[config.mk]
export PLATFORM = sky130hd
export DESIGN_NAME = password_char_rule_filter
export DESIGN_NICKNAME = d
export VERILOG_FILES = /design/src/design/pcrf_pkg.sv /design/src/design/pcrf_ram.sv /design/src/design/pcrf_seq.sv /design/src/design/password_char_rule_filter.sv
export SDC_FILE = /design/constraint.sdc
export NUM_CORES = 1
export LEC_CHECK = 0
export BUFFER_PORTS_ARGS = -buffer_cell sky130_fd_sc_hd__buf_2
export CAP_MARGIN = 20
export CORE_ASPECT_RATIO = 0.75
export CORE_MARGIN = 8
export CORE_UTILIZATION = 56
export DETAILED_ROUTE_END_ITERATION = 7
export MAX_ROUTING_LAYER = met4
export PLACE_DENSITY = 0.75
export SKIP_CTS_REPAIR_TIMING = 1
export SYNTH_ARGS = -nofsm -noshare
export SYNTH_HDL_FRONTEND = slang
export SYNTH_HIERARCHICAL = 1
export SYNTH_SLANG_ARGS = --single-unit
[constraint.sdc]
create_clock -name clk -period 3.1 [get_ports clk]
set_input_delay 0.93 -clock clk [delete_from_list [all_inputs] [get_ports clk]]
set_output_delay 0.93 -clock clk [all_outputs]
set_load 0.02 [all_outputs]
[src/design/pcrf_pkg.sv]
// package for the password character rule filter
// holds field widths, group bounds, register and request codes, the state type
// and the result struct; depends on nothing
package pcrf_pkg;

  // field widths
  localparam int SYM_W  = 6;
  localparam int KEY_W  = 8;
  localparam int GRP_W  = 4;
  localparam int CIDX_W = 2;
  localparam int CDAT_W = 4;

  // keymap size
  localparam int KEY_COUNT_DEF = 64;

  // key group bounds
  localparam logic [KEY_W-1:0] GROUP_BOUND_A = 8'd18;
  localparam logic [KEY_W-1:0] GROUP_BOUND_B = 8'd36;
  localparam logic [KEY_W-1:0] GROUP_BOUND_C = 8'd46;

  // configuration register indexes
  localparam logic [CIDX_W-1:0] CFG_NO_REPEAT       = 2'd0;
  localparam logic [CIDX_W-1:0] CFG_NO_SEQUENCE     = 2'd1;
  localparam logic [CIDX_W-1:0] CFG_REQUIRED_GROUPS = 2'd2;

  // request kinds
  localparam logic REQ_LOAD   = 1'b0;
  localparam logic REQ_SYMBOL = 1'b1;

  // sequencer states
  typedef enum logic [1:0] {
    ST_IDLE,
    ST_LOOK,
    ST_FINAL
  } state_t;

  // one result item
  typedef struct packed {
    logic [KEY_W-1:0] out_char;
    logic [SYM_W-1:0] out_symbol;
    logic             no_choice;
    logic             groups_met;
    logic             last_out;
  } res_t;

  // one-hot mask of the group a key falls in
  function automatic logic [GRP_W-1:0] group_mask(input logic [KEY_W-1:0] key);
    logic [GRP_W-1:0] m;
    if (key < GROUP_BOUND_A) begin
      m = 4'b0001;
    end else if (key < GROUP_BOUND_B) begin
      m = 4'b0010;
    end else if (key < GROUP_BOUND_C) begin
      m = 4'b0100;
    end else begin
      m = 4'b1000;
    end
    return m;
  endfunction

endpackage

[src/design/pcrf_ram.sv]
// generic single-write, single-read ram with registered read data
// no dependencies; read data holds while no read is enabled
module pcrf_ram #(
  parameter int WIDTH = 8,
  parameter int DEPTH = 64
) (
  input  logic                     clk,
  input  logic                     we,
  input  logic [$clog2(DEPTH)-1:0] waddr,
  input  logic [WIDTH-1:0]         wdata,
  input  logic                     re,
  input  logic [$clog2(DEPTH)-1:0] raddr,
  output logic [WIDTH-1:0]         rdata
);

  logic [WIDTH-1:0] mem [DEPTH];

  // write port
  always_ff @(posedge clk) begin
    if (we) begin
      mem[waddr] <= wdata;
    end
  end

  // registered read port
  always_ff @(posedge clk) begin
    if (re) begin
      rdata <= mem[raddr];
    end
  end

endmodule

[src/design/pcrf_seq.sv]
// sequencer: keymap read-step loop, rule registers and password history
// depends on pcrf_pkg; drives the keymap ram ports
module pcrf_seq import pcrf_pkg::*; #(
  parameter int KEY_COUNT = KEY_COUNT_DEF
) (
  input  logic              clk,
  input  logic              rst,
  // configuration writes
  input  logic              cfg_we,
  input  logic [CIDX_W-1:0] cfg_index,
  input  logic [CDAT_W-1:0] cfg_wdata,
  // input item
  input  logic              in_valid,
  output logic              in_ready,
  input  logic              in_req_type,
  input  logic [SYM_W-1:0]  in_key_index,
  input  logic [KEY_W-1:0]  in_key_value,
  input  logic [SYM_W-1:0]  in_symbol,
  input  logic              in_first,
  input  logic              in_last,
  // keymap ram
  output logic              ram_we,
  output logic [SYM_W-1:0]  ram_waddr,
  output logic [KEY_W-1:0]  ram_wdata,
  output logic              ram_re,
  output logic [SYM_W-1:0]  ram_raddr,
  input  logic [KEY_W-1:0]  ram_rdata,
  // result towards the output register
  input  logic              out_free,
  output logic              res_valid,
  output res_t              res
);

  localparam int TRY_W = $clog2(KEY_COUNT);
  localparam logic [TRY_W-1:0] TRY_LAST = TRY_W'(KEY_COUNT - 1);

  state_t state, state_next;

  logic             no_repeat;
  logic             no_sequence;
  logic [GRP_W-1:0] required_groups;

  logic [SYM_W-1:0] sym;
  logic [TRY_W-1:0] tries;
  logic             step_en;
  logic             last_flag;
  logic             failed;
  logic [KEY_W-1:0] prev_key;
  logic [GRP_W-1:0] groups_left;

  logic             accept;
  logic             is_sym;
  logic             forbidden;
  logic             step;
  logic             finish;
  logic [GRP_W-1:0] groups_left_next;

  // handshake and rule check on the key just read
  assign accept    = in_valid && in_ready;
  assign is_sym    = (in_req_type == REQ_SYMBOL);
  assign forbidden = (no_repeat && (ram_rdata == prev_key)) ||
                     (no_sequence && ({1'b0, ram_rdata} == ({1'b0, prev_key} + 9'd1)));
  assign step      = (state == ST_LOOK) && step_en && forbidden;
  assign finish    = (((state == ST_LOOK) && !(step_en && forbidden)) ||
                      (state == ST_FINAL)) && out_free;
  assign groups_left_next = groups_left & ~group_mask(ram_rdata);

  // next state
  always_comb begin
    state_next = state;
    unique case (state)
      ST_IDLE: begin
        if (accept && is_sym) begin
          state_next = ST_LOOK;
        end
      end
      ST_LOOK: begin
        if (step) begin
          state_next = (tries == TRY_LAST) ? ST_FINAL : ST_LOOK;
        end else if (finish) begin
          state_next = ST_IDLE;
        end
      end
      ST_FINAL: begin
        if (finish) begin
          state_next = ST_IDLE;
        end
      end
      default: state_next = ST_IDLE;
    endcase
  end

  // outputs of the sequencer
  always_comb begin
    in_ready  = (state == ST_IDLE);
    ram_we    = (state == ST_IDLE) && in_valid && !is_sym;
    ram_re    = ((state == ST_IDLE) && in_valid && is_sym) || step;
    ram_raddr = (state == ST_IDLE) ? in_symbol : sym + 6'd1;
    res_valid = finish;
  end

  assign ram_waddr = in_key_index;
  assign ram_wdata = in_key_value;

  // result fields
  always_comb begin
    res.out_char   = ram_rdata;
    res.out_symbol = sym;
    res.no_choice  = failed;
    res.groups_met = last_flag && (groups_left_next == '0);
    res.last_out   = last_flag;
  end

  // state register
  always_ff @(posedge clk) begin
    if (rst) begin
      state <= ST_IDLE;
    end else begin
      state <= state_next;
    end
  end

  // rule registers
  always_ff @(posedge clk) begin
    if (rst) begin
      no_repeat       <= 1'b0;
      no_sequence     <= 1'b0;
      required_groups <= '0;
    end else if (cfg_we) begin
      unique case (cfg_index)
        CFG_NO_REPEAT:       no_repeat       <= cfg_wdata[0];
        CFG_NO_SEQUENCE:     no_sequence     <= cfg_wdata[0];
        CFG_REQUIRED_GROUPS: required_groups <= cfg_wdata[GRP_W-1:0];
        default: ;
      endcase
    end
  end

  // password history and step loop
  always_ff @(posedge clk) begin
    if (rst) begin
      tries       <= '0;
      step_en     <= 1'b0;
      failed      <= 1'b0;
      prev_key    <= '0;
      groups_left <= '0;
    end else begin
      if (accept && is_sym) begin
        tries   <= '0;
        step_en <= !in_first && !failed && (no_repeat || no_sequence);
        if (in_first) begin
          groups_left <= required_groups;
          failed      <= 1'b0;
        end
      end
      if (step) begin
        tries <= tries + 1'b1;
        if (tries == TRY_LAST) begin
          failed <= 1'b1;
        end
      end
      if (finish) begin
        prev_key    <= ram_rdata;
        groups_left <= groups_left_next;
      end
    end
  end

  // symbol under test and last marker
  always_ff @(posedge clk) begin
    if (accept && is_sym) begin
      sym       <= in_symbol;
      last_flag <= in_last;
    end else if (step) begin
      sym <= sym + 6'd1;
    end
  end

endmodule

[src/design/password_char_rule_filter.sv]
// top level of the password character rule filter: ports, keymap ram,
// sequencer and output register; depends on pcrf_pkg, pcrf_ram, pcrf_seq
//
// Input channel s_*: tuser bit 0 is the request kind (0 load a keymap entry,
// 1 a password symbol), bit 1 marks the first symbol, tlast the last symbol.
// A load item gives no result, so loads run back to back.
// A symbol item reads its keymap entry on acceptance; when no stepping is
// needed the sequencer finishes with that entry, else it steps past each
// rejected keymap candidate, giving up with no_choice when all 64 fail. The
// result is loaded into the output register and the next item is accepted
// once the sequencer is back in idle. The step loop reads one keymap entry
// per cycle from a registered-read ram. One item is in work at a time.
// Output channel m_*: a result waits in the output register; the next input
// item is accepted as soon as the sequencer is free. When the receiver stalls
// the sequencer holds its finished result until the register frees up.
// Configuration: cfg_we/cfg_index/cfg_wdata write the rule registers.
// Reset clears the rule registers, the history and the output valid; the
// keymap is not cleared and must be loaded before use.
module password_char_rule_filter import pcrf_pkg::*; #(
  parameter int KEY_COUNT = KEY_COUNT_DEF
) (
  input  logic              clk,
  input  logic              rst,
  input  logic              cfg_we,
  input  logic [CIDX_W-1:0] cfg_index,
  input  logic [CDAT_W-1:0] cfg_wdata,
  input  logic              s_tvalid,
  output logic              s_tready,
  input  logic [23:0]       s_tdata,   // key_index[5:0], key_value[13:6], symbol[19:14], zero
  input  logic [1:0]        s_tuser,   // req_type[0], first[1]
  input  logic              s_tlast,
  output logic              m_tvalid,
  input  logic              m_tready,
  output logic [15:0]       m_tdata,   // out_char[7:0], out_symbol[13:8], no_choice[14],
                                       // groups_met[15]
  output logic              m_tlast
);

  logic             ram_we;
  logic [SYM_W-1:0] ram_waddr;
  logic [KEY_W-1:0] ram_wdata;
  logic             ram_re;
  logic [SYM_W-1:0] ram_raddr;
  logic [KEY_W-1:0] ram_rdata;
  logic             out_free;
  logic             res_valid;
  res_t             res;
  res_t             out_reg;

  // keymap
  pcrf_ram #(
    .WIDTH (KEY_W),
    .DEPTH (KEY_COUNT)
  ) u_keymap (
    .clk   (clk),
    .we    (ram_we),
    .waddr (ram_waddr),
    .wdata (ram_wdata),
    .re    (ram_re),
    .raddr (ram_raddr),
    .rdata (ram_rdata)
  );

  // step sequencer
  pcrf_seq #(
    .KEY_COUNT (KEY_COUNT)
  ) u_seq (
    .clk          (clk),
    .rst          (rst),
    .cfg_we       (cfg_we),
    .cfg_index    (cfg_index),
    .cfg_wdata    (cfg_wdata),
    .in_valid     (s_tvalid),
    .in_ready     (s_tready),
    .in_req_type  (s_tuser[0]),
    .in_key_index (s_tdata[5:0]),
    .in_key_value (s_tdata[13:6]),
    .in_symbol    (s_tdata[19:14]),
    .in_first     (s_tuser[1]),
    .in_last      (s_tlast),
    .ram_we       (ram_we),
    .ram_waddr    (ram_waddr),
    .ram_wdata    (ram_wdata),
    .ram_re       (ram_re),
    .ram_raddr    (ram_raddr),
    .ram_rdata    (ram_rdata),
    .out_free     (out_free),
    .res_valid    (res_valid),
    .res          (res)
  );

  // output register frees when empty or being taken
  assign out_free = !m_tvalid || m_tready;

  always_ff @(posedge clk) begin
    if (rst) begin
      m_tvalid <= 1'b0;
    end else if (res_valid) begin
      m_tvalid <= 1'b1;
    end else if (m_tready) begin
      m_tvalid <= 1'b0;
    end
  end

  always_ff @(posedge clk) begin
    if (res_valid) begin
      out_reg <= res;
    end
  end

  // pack the result item
  assign m_tdata = {out_reg.groups_met, out_reg.no_choice, out_reg.out_symbol, out_reg.out_char};
  assign m_tlast = out_reg.last_out;

endmodule
* Word-level counts from Yosys, hierarchy flattened
Memory sizes are Yosys's and may differ from the RTL's. A register that Yosys moved wholly into a read port is not among the register bits.
Index checks and enable logic that the tools add are counted.
** Word-level totals
- Output and inout bits :: 19
- Memories :: 1
- Register bits after elaboration :: 53
- Logic and storage cells :: 92
- Input bits :: 38
- Memory bits (writable) :: 512
** Memories
- u_keymap.mem :: words 64, width 8, rd ports 1, clocked after memory_dff 1, wr ports 1, RTL line pcrf_ram.sv:16 : logic [WIDTH-1:0] mem [DEPTH];
** Cells by class
- Add/sub/neg operators :: 3
- Eq/ne operators :: 8
- Reductions and logical operators :: 34
- Mux-type cells :: 24
- Bitwise logic cells :: 2
- Order comparisons :: 3
** Operators by type and width (number)
- $mux W6 :: 5
- $mux W4 :: 6
- $lt A8 B6 Y1 const B :: 2
- $logic_and A1 B1 Y1 :: 13
- $add A6 B1 Y6 const B :: 2
- $add A8 B1 Y9 const B :: 1
- $eq A8 B9 Y1 :: 1
- $eq A8 B8 Y1 :: 1
- $lt A8 B5 Y1 const B :: 1
- $mux W1 :: 8
- $mux W2 :: 4
- $reduce_and A2 Y1 :: 4
- $reduce_bool A2 Y1 :: 4
- $eq A6 B6 Y1 const B :: 1
- $pmux W2 S3 :: 1
- $logic_not A1 Y1 :: 5
- $logic_or A1 B1 Y1 :: 5
- $and A4 B4 Y4 :: 1
- $eq A2 B1 Y1 const B :: 2
- $eq A2 B2 Y1 const B :: 2
- $logic_not A2 Y1 :: 2
- $logic_not A4 Y1 :: 1
- $not A4 Y4 :: 1
- $ne A2 B1 Y1 const B :: 1

* Logic depth before layout (Yosys ltp)
Gate-level depths: netlist of run 1.
- Word-level depth :: 12
- Mapped depth :: 13
- Depth with buffers taken out :: 9

* Hierarchy
The synthesis of run 1 kept the hierarchy.
** Modules (own cells, without submodules)
- pcrf_ram :: seq. area each 15615.0 µm², instances 1, area an instance 20246.9 µm², cells an instance 940
- pcrf_seq :: seq. area each 770.7 µm², instances 1, area an instance 2194.6 µm², cells an instance 264
- password_char_rule_filter :: seq. area each 530.5 µm², instances 1, area an instance 556.8 µm², cells an instance 21

* Worst setup path after synthesis of run 1
OpenSTA, ideal clock, no wires.
- Kind :: in2reg
- Start :: input s_tdata[14]
- End :: register u_keymap.rdata[3], read port of u_keymap.mem (data pin)
- Data arrival time :: 2702 ps
- Stages :: 8
- Required time :: 2827 ps
- Setup slack :: 125 ps
- Cells stage by stage :: nor2_1 > a21oi_1 > buf_6 > buf_4 > mux4_2 > mux4_2 > o21ai_1 > o41ai_1
** Between the ends
- Longest elaborated chain between the ends :: 1
** RTL lines
- start, declared :: RTL line password_char_rule_filter.sv:29 : input logic [23:0] s_tdata,
- $mux W6 :: RTL line pcrf_seq.sv:98 : ram_raddr = (state == ST_IDLE) ? in_symbol : sym + 6'd1;
- net ram_raddr[0] :: RTL line password_char_rule_filter.sv:43 : logic [SYM_W-1:0] ram_raddr;
- end, declared :: RTL line pcrf_ram.sv:13 : output logic [WIDTH-1:0] rdata
The timed path passes the listed nets, and every way through them passes these cells.
A chain may end at the register's enable or synchronous reset.

* Worst setup path in the final report of run 1
- Start :: register u_seq.sym[0]
- End :: register u_keymap.rdata[5], read port of u_keymap.mem (data pin)
** Between the ends
- Longest elaborated chain between the ends :: 2
** RTL lines
- start, declared :: RTL line pcrf_seq.sv:43 : logic [SYM_W-1:0] sym;
- start signal, assigned :: RTL line pcrf_seq.sv:172 : sym <= in_symbol;
- start signal, assigned :: RTL line pcrf_seq.sv:175 : sym <= sym + 6'd1;
- $add A6 B1 Y6 :: RTL line pcrf_seq.sv:98
- $mux W6 :: RTL line pcrf_seq.sv:98
- net ram_raddr[2] :: RTL line password_char_rule_filter.sv:43
The timed path passes the listed nets, and every way through them passes these cells.

==> metrics.yaml, run 1 <==
pwr:
  p_leak_nw: 8.92
  vdd_drop_max_mv: 0.462
  power_density_mw_per_mm2: 615
  power_mw: 16.4
setup_path:
  crit_arrival_ns: 3.29
  crit_path_start_kind: "register"
  r2r_slack_ns: 0.13
  crit_fanout: 23
  critPathMostFrequentCell: "buf_4"
  crit_path_end_kind: "register"
  cp_cell_sequence: "ha_1 -> xnor2_1 -> a21oi_4 -> buf_12 -> buf_4 -> buf_4 -> mux4_2 -> o221ai_1 -> buf_4 -> a21oi_1 -> o21ai_1 -> o41ai_1"
  worstSetupPathType: "register to register"
  slowest_stage: "edfxtp_1"
  cp_slowest_stage_delay_ns: 0.39
  required_ns: 3.41
synth:
  synth.avg_cell_area_sq_um: 18.8
  synthTopCellsByArea: "edfxtp_1 (71%), mux4_2 (12%), dfxtp_1 (2.5%)"
  synth-edff-count: 544
  synth_ff_type: "edfxtp_1"
  ys_async_sr_fraction: 0
  syn_nets: 1266
  ys_seq_area_frac: 0.736
  syn_area_sq_mm: 0.0230
  yosysUniqueCellTypes: 61
  synthTopCellsByCount: "edfxtp_1 (544), mux4_2 (126), nor2_1 (116), nand2_1 (42)"
  ys_ff_latch: 573
  ys_warn_count: 6
  synth_cells: 1225
  synth_largest_area_cell: "edfxtp_1"
  yosysMostFrequentCell: "edfxtp_1"
  synth_top_area_frac: 0.710
clock_network:
  cts_buffers: 51
  cts_max_path_buffers: 3
  htreeDepth: 2
  tritoncts: "done"
  clock_sinks: 573
  cts.clk_slew.worst_paths_ns: 0.06
  clockRootBuffer: "clkbuf_16"
  clkLatencyLatePin_ns: 0.58
detailed_routing:
  drtIter0Drc: 1415
  drc: 0
  wl_um: 50900
  first_pass_iters: 5
  postRouteAntennaNets: 0
  vias: 12300
  wl_per_cell_um: 25.6
  vias_per_cell: 6.19
timing:
  fin_skew_ns: 0.0191
  grt_setup_unrepaired: "false"
  max-slew-margin-rel: 0.315
  fmax_ghz: 0.336
  hold_slack_ns: 0.461
  setup_slack_ns: 0.126
  finalHoldViolations: 0
  finalSetupViolCount: 0
  worst_pin_slew_ns: 1.03
  period_share: 0.959
  maxSlewViolCount: 0
  period_needed_ns: 2.97
global_route:
  grt_pass1_wl_um: 76700
  grt.total_usage: 0.220
  grt_max_degree: 49
  overflow: 0
  antenna_found_initial: 2
  grt_pass1_vias: 12500
cells_and_area:
  syn_to_final_growth_pct: 16.2
  fin_util: 0.657
  num-nets-final: 1461
  fillerInstances: 2650
  layout-drive-gt1-share: 0.316
floorplan:
  ioPinCount: 57
  core_area_sq_mm: 0.0407
  die_w_um: 250
  die-area_sq_mm: 0.0479
  die_h_um: 192
  num_rows: 64
  start_util: 0.565
placement:
  pre_cts_slack_ns: -0.391
  hpwlAfterDp_um: 33100
  gp_congestion: 0.854
  io_buffers: 52
status:
  status: "finished, final reports clean"
flow_run:
  drv_cap: 0
hold_path:
  hp-class: "register to register"
[report_power, final]
| group | internal (mW) | total (mW) | switching (mW) | leakage, nW |
|---|---|---|---|---|
| clock | 3.90 | 6.61 | 2.71 | 0.856 |
| combinational | 0.553 | 1.26 | 0.709 | 2.93 |
| sequential | 8.53 | 8.57 | 0.0404 | 5.14 |
[final timing paths]
check | cells past startpoint | from | to
setup / recovery | 12 | u_seq/sym[0]$_DFFE_PP_ | u_keymap/rdata[5]$_DFFE_PP_
hold / removal | 2 | u_seq/required_groups[1]$_SDFFE_PP0P_ | u_seq/groups_left[1]$_SDFFE_PP0P_
setup reg to reg | 12 | u_seq/sym[0]$_DFFE_PP_ | u_keymap/rdata[5]$_DFFE_PP_
hold reg to reg | 2 | u_seq/required_groups[1]$_SDFFE_PP0P_ | u_seq/groups_left[1]$_SDFFE_PP0P_
[flip-flops by register name (all words and copies together), names as in the netlist]
register,flops
m_tdata,16
m_tvalid,1
u_seq/tries,6
u_seq/required_groups,4
u_seq/failed,1
u_keymap/rdata,8
u_keymap/mem,512
u_seq/step_en,1
u_seq/groups_left,4
m_tlast,1
u_seq/sym,6
u_seq/prev_key,8
u_seq/no_sequence,1
u_seq/no_repeat,1
u_seq/last_flag,1
u_seq/state,2
[logic make-up after synthesis]
| logic type | count (synthesis) | synth area share |
|---|---|---|
| mux | 178 | 0.147 |
| xor+xnor | 14 | 0.00533 |
| fa+ha+maj | 3 | 0.00163 |
| simple gates | 264 | 0.0540 |
| flops | 573 | 0.736 |
| compound gates | 103 | 0.0325 |
| buf+inv | 90 | 0.0242 |
[stage by stage]
step | TNS (ns) | cell area (sq um) | instances
3_5_place_dp | -2.22 | 24900 | 1893
6_report | 0 | 26700 | 1991
3_3_place_gp | -2.03 | 24900 | 1893
2_1_floorplan | 0 | 23000 | 1225
4_1_cts | -0.228 | 26600 | 1987
5_1_grt | 0 | 26700 | 1991
[cell usage in the layout (no fill, tap or decap), drive strengths merged, types with 6 or more instances in the layout]
cell type / n
mux2i: 37
o2111ai: 6
nand3: 27
nand3b: 6
nor2b: 21
nand2: 42
a211oi: 6
buf: 227
clkinv: 21
and3: 8
o21ai: 7
nor3: 10
clkbuf: 60
o221ai: 8
nand2b: 10
dfxtp: 29
o22ai: 9
nor2: 116
mux4: 126
a221oi: 6
a21oi: 23
a31oi: 6
mux2: 15
nand4: 6
bufinv: 10
xor2: 10
inv: 6
edfxtp: 544
[critical path: cells and delay by family, from the launching register on]
family | cells | cell delay, ns
buffers and inverters | 4 | 0.86
AO/OA/AOI/OAI | 5 | 0.62
flip-flops | 1 | 0.39
multiplexers | 1 | 0.39
adder cells (fa/ha/maj) | 1 | 0.25
XOR/XNOR | 1 | 0.19
[layer usage]
metal  vias up  GRT usage  part of all wire  wire (um)
met5         -          -                 0          0
met4         0     0.0572             0.021       1070
met3        70     0.0547             0.092       4670
met2       562      0.337              0.47      24100
met1      6362      0.297              0.41      21100
li1       5335          -                 -          -
[layout make-up]
| class | count | area (sq um) | area share |
|---|---|---|---|
| clock buffer | 60 | 1330 | 0.0498 |
| sequential | 573 | 16900 | 0.633 |
| clock inverter | 34 | 427 | 0.0160 |
| antenna | 2 | 5.00 | 0.000187 |
| inverter | 5 | 18.8 | 0.000702 |
| tap | 528 | 661 | 0.0247 |
| timing repair buffer | 227 | 1760 | 0.0659 |
| multi-input combinational | 562 | 5610 | 0.210 |
(Power assumes the default switching activity.)
==> inputs of run 2 (changes only) <==
--- a/config.mk
+++ b/config.mk
@@ -6,13 +6,13 @@
 export NUM_CORES = 1
 export LEC_CHECK = 0
 export BUFFER_PORTS_ARGS = -buffer_cell sky130_fd_sc_hd__buf_2
-export CAP_MARGIN = 20
 export CORE_ASPECT_RATIO = 0.75
 export CORE_MARGIN = 8
 export CORE_UTILIZATION = 56
 export DETAILED_ROUTE_END_ITERATION = 7
 export MAX_ROUTING_LAYER = met4
 export PLACE_DENSITY = 0.75
+export RECOVER_POWER = 25
 export SKIP_CTS_REPAIR_TIMING = 1
 export SYNTH_ARGS = -nofsm -noshare
 export SYNTH_HDL_FRONTEND = slang
==> run 2 against run 1 <==
Compared with the run above:
- flip-flop and latch count unchanged
- maximum frequency decreased by 0.21%
- highest routed layer unchanged
- worst hold slack about the same
- the run now ends with capacitance limit, slew limit left
- via count increased by 0.19%
- combinational power about the same
==> metrics.yaml, run 2 (synthesized netlist as in run 1, its figures left out) <==
detailed_routing:
  wl_um: 50900  # +0.10%
  postRouteAntennaNets: 0  # unchanged
  drc: 0  # unchanged
  drtIter0Drc: 1421  # +0.42%
  vias_per_cell: 6.20  # +0.19%
  wl_per_cell_um: 25.6  # +0.10%
  first_pass_iters: 5  # unchanged
  vias: 12400  # +0.19%
floorplan:
  die_w_um: 250  # unchanged
  num_rows: 64  # unchanged
  die-area_sq_mm: 0.0479  # unchanged
  start_util: 0.565  # unchanged
  core_area_sq_mm: 0.0407  # unchanged
  die_h_um: 192  # unchanged
  ioPinCount: 57  # unchanged
global_route:
  overflow: 0  # unchanged
  grt_pass1_wl_um: 76700  # unchanged
  antenna_found_initial: 2  # unchanged
  grt_max_degree: 49  # unchanged
  grt_pass1_vias: 12500  # unchanged
  grt.total_usage: 0.220  # unchanged
timing:
  worst_pin_slew_ns: 2.03  # +0.999 ns
  grt_setup_unrepaired: "false"
  fmax_ghz: 0.336  # -0.21%
  tns_ns: 0  # unchanged
  period_share: 0.961  # +0.00206
  finalSetupViolCount: 0  # unchanged
  hold_slack_ns: 0.461  # -0.000434 ns
  finalHoldViolations: 0  # unchanged
  maxSlewViolCount: 195  # +195
  max-slew-margin-rel: -0.351  # -0.666
  fin_skew_ns: 0.0177  # -0.00147 ns
  period_needed_ns: 2.98  # +0.00638 ns
cells_and_area:
  syn_to_final_growth_pct: 16.1
  layout_common_cells: "edfxtp_1 (544), buf_4 (158), mux4_2 (126)"
  fillerInstances: 2663  # +0.49%
  final_area_sq_mm: 0.0267  # -0.11%
  largest_register_ffs: 512  # unchanged
  layout-drive-gt1-share: 0.309  # -0.00684
  num-nets-final: 1461  # unchanged
  regMostFlops: "u_keymap/mem"
  mostFrequentLayoutCell: "edfxtp_1"
setup_path:
  crit_arrival_ns: 3.29  # about the same
  worstSetupPathType: "register to register"
  crit_path_start_kind: "register"
  crit_fanout: 23  # unchanged
  crit_path_end_kind: "register"
  required_ns: 3.41  # about the same
  cp_cell_sequence: "ha_1 -> xnor2_1 -> a21oi_4 -> buf_12 -> buf_4 -> buf_4 -> mux4_2 -> o221ai_1 -> buf_4 -> a21oi_1 -> o21ai_1 -> o41ai_1"
  critPathBufInv: 4  # unchanged
  critPathMostFrequentCell: "buf_4"
  crit_family: "buffers and inverters"
  slowest_stage: "edfxtp_1"
  cp_slowest_stage_delay_ns: 0.40  # about the same
pwr:
  power_mw: 16.4  # about the same
  pwr-share-seq: 0.522  # about the same
  power_density_mw_per_mm2: 616  # about the same
  vdd_drop_max_mv: 0.463  # +0.16%
  power.switching_mw: 3.45  # -0.16%
  p_int_mw: 13.0  # about the same
  p_leak_nw: 8.88  # -0.38%
  sw_frac_of_total: 0.210  # -0.000267
  clkPwrFrac: 0.402  # about the same
  p_comb_frac: 0.077  # about the same
clock_network:
  clock_sinks: 573  # unchanged
  clkLatencyLatePin_ns: 0.58  # about the same
  cts.clk_slew.worst_paths_ns: 0.06  # about the same
  clockRootBuffer: "clkbuf_16"
  tritoncts: "done"
  htreeDepth: 2  # unchanged
  cts_buffers: 51  # unchanged
  cts_max_path_buffers: 3  # unchanged
flow_run:
  drv_cap: 5  # +5
placement:
  gp_congestion: 0.854  # unchanged
  postPlaceCellArea_sq_mm: 0.0249  # unchanged
  io_buffers: 52  # unchanged
  hpwlAfterDp_um: 33100  # unchanged
hold_path:
  hp-class: "register to register"
status:
  status: "finished with violations"
  violations: "capacitance limit, slew limit"
-- run 2: layout make-up --
| type | instances | area [sq um] | share of cell area |
|---|---|---|---|
| sequential | 573 | 16900 | 0.634 |
| clock inverter | 34 | 427 | 0.0160 |
| antenna | 2 | 5.00 | 0.000187 |
| inverter | 5 | 18.8 | 0.000703 |
| multi-input combinational | 562 | 5610 | 0.210 |
| timing repair buffer | 227 | 1730 | 0.0648 |
| tap | 528 | 661 | 0.0247 |
| clock buffer | 60 | 1330 | 0.0499 |
-- run 2: power groups by stage --
stage	logic, mW	registers [mW]	clock network [mW]
floorplan	0.767	8.73	0
global placement	1.20	8.73	0
detailed placement	1.23	8.73	0
CTS	1.24	8.57	6.70
global route	1.34	8.57	6.97
finish	1.26	8.57	6.60
-- run 2: path summary, 6_finish.rpt --
check                                        startpoint                           endpoint  slack (ns)  depth (start not counted)
setup / recovery                 u_seq/sym[0]$_DFFE_PP_        u_keymap/rdata[5]$_DFFE_PP_        0.12                         12
hold / removal    u_seq/required_groups[1]$_SDFFE_PP0P_  u_seq/groups_left[1]$_SDFFE_PP0P_        0.46                          2
setup reg to reg                 u_seq/sym[0]$_DFFE_PP_        u_keymap/rdata[5]$_DFFE_PP_        0.12                         12
hold reg to reg   u_seq/required_groups[1]$_SDFFE_PP0P_  u_seq/groups_left[1]$_SDFFE_PP0P_        0.46                          2
-- run 2: worst min-delay path, stage by stage, from the launching register on --
cell and delay [ns]:
dfxtp_1 0.31, nand2_1 0.05, a21oi_1 0.05
-- run 2: layer usage --
layer / GRT usage / wire (um) / vias to the layer above
met5: - / 0 / -
met4: 0.0572 / 1070 / 0
met3: 0.0547 / 4670 / 68
met2: 0.337 / 24100 / 561
met1: 0.297 / 21100 / 6387
li1: - / - / 5337
-- run 2: metrics by stage --
stage / util / worst slack (ns) / instances
after floorplan: - / 0.125 / 1225
after global placement: 0.612 / -0.359 / 1893
after detailed placement: 0.612 / -0.391 / 1893
after CTS: 0.655 / -0.122 / 1987
after global routing: 0.656 / 0.0198 / 1991
final: 0.656 / 0.120 / 1991
==> inputs of run 3 (changes only) <==
--- a/config.mk
+++ b/config.mk
@@ -8,12 +8,14 @@
 export BUFFER_PORTS_ARGS = -buffer_cell sky130_fd_sc_hd__buf_2
 export CORE_ASPECT_RATIO = 0.75
 export CORE_MARGIN = 8
-export CORE_UTILIZATION = 56
+export CORE_UTILIZATION = 58
+export CTS_BUF_LIST = sky130_fd_sc_hd__clkbuf_8
 export DETAILED_ROUTE_END_ITERATION = 7
 export MAX_ROUTING_LAYER = met4
-export PLACE_DENSITY = 0.75
+export PLACE_DENSITY = 0.78
 export RECOVER_POWER = 25
 export SKIP_CTS_REPAIR_TIMING = 1
+export SLEW_MARGIN = 20
 export SYNTH_ARGS = -nofsm -noshare
 export SYNTH_HDL_FRONTEND = slang
 export SYNTH_HIERARCHICAL = 1
==> run 3 against run 2 <==
Compared with the run above:
- the run still ends with capacitance limit, slew limit left
- first-iteration DRC count shrank 8.2%
- non-clock buffer count shrank 29
- wire length down 2.1%
- maximum frequency fell by 2.2%
- power down 5.8%
- sequential share of layout area rose by 0.82 points
- critical path type unchanged
- largest power group unchanged
==> metrics.yaml, run 3 (synthesized netlist as in run 1, its figures left out) <==
status:
  status: "finished with violations"
  violations: "capacitance limit, slew limit"
clock_network:
  cts_buffers: 84  # +65%
  tritoncts: "done"
  clkLatencyLatePin_ns: 0.65  # +0.07 ns
  clock_sinks: 573  # unchanged
  cts.clk_slew.worst_paths_ns: 0.07  # about the same
  htreeDepth: 3  # +1
  cts_max_path_buffers: 3  # unchanged
  clockRootBuffer: "clkbuf_8"
detailed_routing:
  vias: 12400  # +0.62%
  vias_per_cell: 6.18  # -0.43%
  wl_per_cell_um: 24.8  # -3.1%
  postRouteAntennaNets: 0  # unchanged
  drtIter0Drc: 1304  # -8.2%
  first_pass_iters: 6  # +1
  wl_um: 49900  # -2.1%
  drc: 0  # unchanged
floorplan:
  ioPinCount: 57  # unchanged
  num_rows: 63  # -1.6%
  die_w_um: 246  # -1.6%
  die_h_um: 188  # -1.6%
  start_util: 0.585  # +0.0193
  die-area_sq_mm: 0.0463  # -3.2%
  core_area_sq_mm: 0.0393  # -3.3%
cells_and_area:
  num-nets-final: 1465  # +0.27%
  mostFrequentLayoutCell: "edfxtp_1"
  regMostFlops: "u_keymap/mem"
  num_antenna_cells: 0  # -2
  largest_register_ffs: 512  # unchanged
  final_area_sq_mm: 0.0264  # -1.3%
  layout_common_cells: "edfxtp_1 (544), mux4_2 (126), buf_4 (125)"
  syn_to_final_growth_pct: 14.6
  layout-drive-gt1-share: 0.304  # -0.00509
  fillerInstances: 2462  # -7.5%
setup_path:
  cp.depth: 11  # -1
  crit_path_end_kind: "register"
  crit_family: "compound AO/OA/AOI/OAI gates"
  critPathBufInv: 3  # -1
  r2r_start: "u_seq/sym[0]$_DFFE_PP_"
  crit_arrival_ns: 3.42  # +0.13 ns
  required_ns: 3.47  # +0.06 ns
  cp_cell_sequence: "ha_1 -> xnor2_1 -> a21oi_4 -> buf_8 -> buf_12 -> mux4_2 -> o221ai_1 -> buf_4 -> a21oi_1 -> o21ai_1 -> o41ai_1"
  worstSetupPathType: "register to register"
  r2r_cells: 11  # -1
  slowest_stage: "edfxtp_1"
  startpoint: "u_seq/sym[0]$_DFFE_PP_"
  crit_fanout: 19  # -17%
  r2r_slack_ns: 0.05  # -0.07 ns
  endpoint: "u_keymap/rdata[3]$_DFFE_PP_"
  crit_path_start_kind: "register"
  r2r_end: "u_keymap/rdata[3]$_DFFE_PP_"
  cp_slowest_stage_delay_ns: 0.41  # about the same
pwr:
  sw_frac_of_total: 0.228  # +0.0184
  power.switching_mw: 3.54  # +2.5%
  clkPwrFrac: 0.367  # -0.035
  power_density_mw_per_mm2: 588  # -4.5%
  pwr-share-seq: 0.553  # +0.031
  p_leak_nw: 8.81  # -0.86%
  vdd_drop_max_mv: 0.519  # +12%
  p_comb_frac: 0.079  # +0.002
  p_int_mw: 11.9  # -8.0%
timing:
  maxSlewViolCount: 102  # -48%
  period_share: 0.983  # +0.0214
  fin_skew_ns: 0.0168  # -0.000880 ns
  max-slew-margin-rel: -0.219  # +0.132
  setup_slack_ns: 0.0536  # -0.0664 ns
  fmax_ghz: 0.328  # -2.2%
  worst_pin_slew_ns: 1.83  # -0.198 ns
  finalSetupViolCount: 0  # unchanged
  finalHoldViolations: 0  # unchanged
  grt_setup_unrepaired: "true"
  period_needed_ns: 3.05  # +0.0664 ns
global_route:
  grt_max_degree: 65  # +33%
  grt_pass1_wl_um: 75500  # -1.6%
  antenna_found_initial: 0  # -2
  grt_pass1_vias: 12700  # +1.7%
  grt.total_usage: 0.223  # +0.00389
  overflow: 0  # unchanged
placement:
  pre_cts_slack_ns: -0.334  # +0.0572 ns
  gp_congestion: 0.847  # -0.87%
  io_buffers: 52  # unchanged
  hpwlAfterDp_um: 32500  # -2.0%
  postPlaceCellArea_sq_mm: 0.0247  # -0.60%
hold_path:
  hp-class: "register to register"
flow_run:
  drv_cap: 3  # -2
-- run 3: changes by cell type in the layout (fill, tap and decap cells not counted), sizes merged --
cell and change:
clkinv +8, clkinvlp +3, inv +28, buf -28
bufinv -7, diode -2, clkbuf +27
-- run 3: power by group through the flow --
stage / Combinational [mW] / Sequential (mW) / Clock, mW
2_1_floorplan: 0.767 / 8.73 / 0
3_3_place_gp: 1.18 / 8.73 / 0
3_5_place_dp: 1.21 / 8.73 / 0
4_1_cts: 1.21 / 8.57 / 5.77
5_1_grt: 1.31 / 8.57 / 6.13
6_report: 1.23 / 8.57 / 5.69
-- run 3: worst register-to-register path, stage by stage (launching register included) --
cell and delay (ns):
edfxtp_1 0.41, ha_1 0.25, xnor2_1 0.19, a21oi_4 0.33, buf_8 0.26, buf_12 0.21
mux4_2 0.35, o221ai_1 0.23, buf_4 0.17, a21oi_1 0.05, o21ai_1 0.15, o41ai_1 0.17
-- run 3: final cells by class --
type / instances / area [sq um] / share of cell area
flip-flops and latches: 573 / 16900 / 0.642
multi-input cells: 562 / 5630 / 0.214
repair buffers: 198 / 1570 / 0.0596
clock buffers: 88 / 1210 / 0.0460
clock inverters: 66 / 357 / 0.0135
well taps: 520 / 651 / 0.0247
inverters: 5 / 18.8 / 0.000712
-- run 3: worst min-delay path by stage --
stage / from / endpoint / slack (ns) / cells after the start
3_3_place_gp: u_seq/failed$_SDFF_PP0_ / m_tdata[14]$_DFFE_PP_ / 0.44 / 0
6_report: u_seq/last_flag$_DFFE_PP_ / m_tlast$_DFFE_PP_ / 0.47 / 0
3_5_place_dp: u_seq/last_flag$_DFFE_PP_ / m_tlast$_DFFE_PP_ / 0.44 / 0
5_1_grt: s_tlast / u_seq/last_flag$_DFFE_PP_ / 0.46 / 1
4_1_cts: s_tlast / u_seq/last_flag$_DFFE_PP_ / 0.44 / 1
2_1_floorplan: u_seq/required_groups[1]$_SDFFE_PP0P_ / u_seq/groups_left[1]$_SDFFE_PP0P_ / 0.43 / 2
-- run 3: through the flow --
stage	total power, mW	setup TNS [ns]	instances	hold slack [ns]	utilization
floorplan	9.50	0	1225	0.432	-
global route	16.0	-0.0946	2012	0.464	0.670
detailed placement	9.94	-1.97	1858	0.442	0.629
CTS	15.5	-0.0255	2012	0.440	0.669
global placement	9.91	-1.87	1858	0.443	0.629
finish	15.5	0	2012	0.468	0.670
-- run 3: routing by layer --
layer / wire length [um] / GRT usage / part of all wire
met5: 0 / - / 0
met4: 1120 / 0.0630 / 0.022
met3: 5100 / 0.0648 / 0.10
met2: 23100 / 0.328 / 0.46
met1: 20600 / 0.307 / 0.41
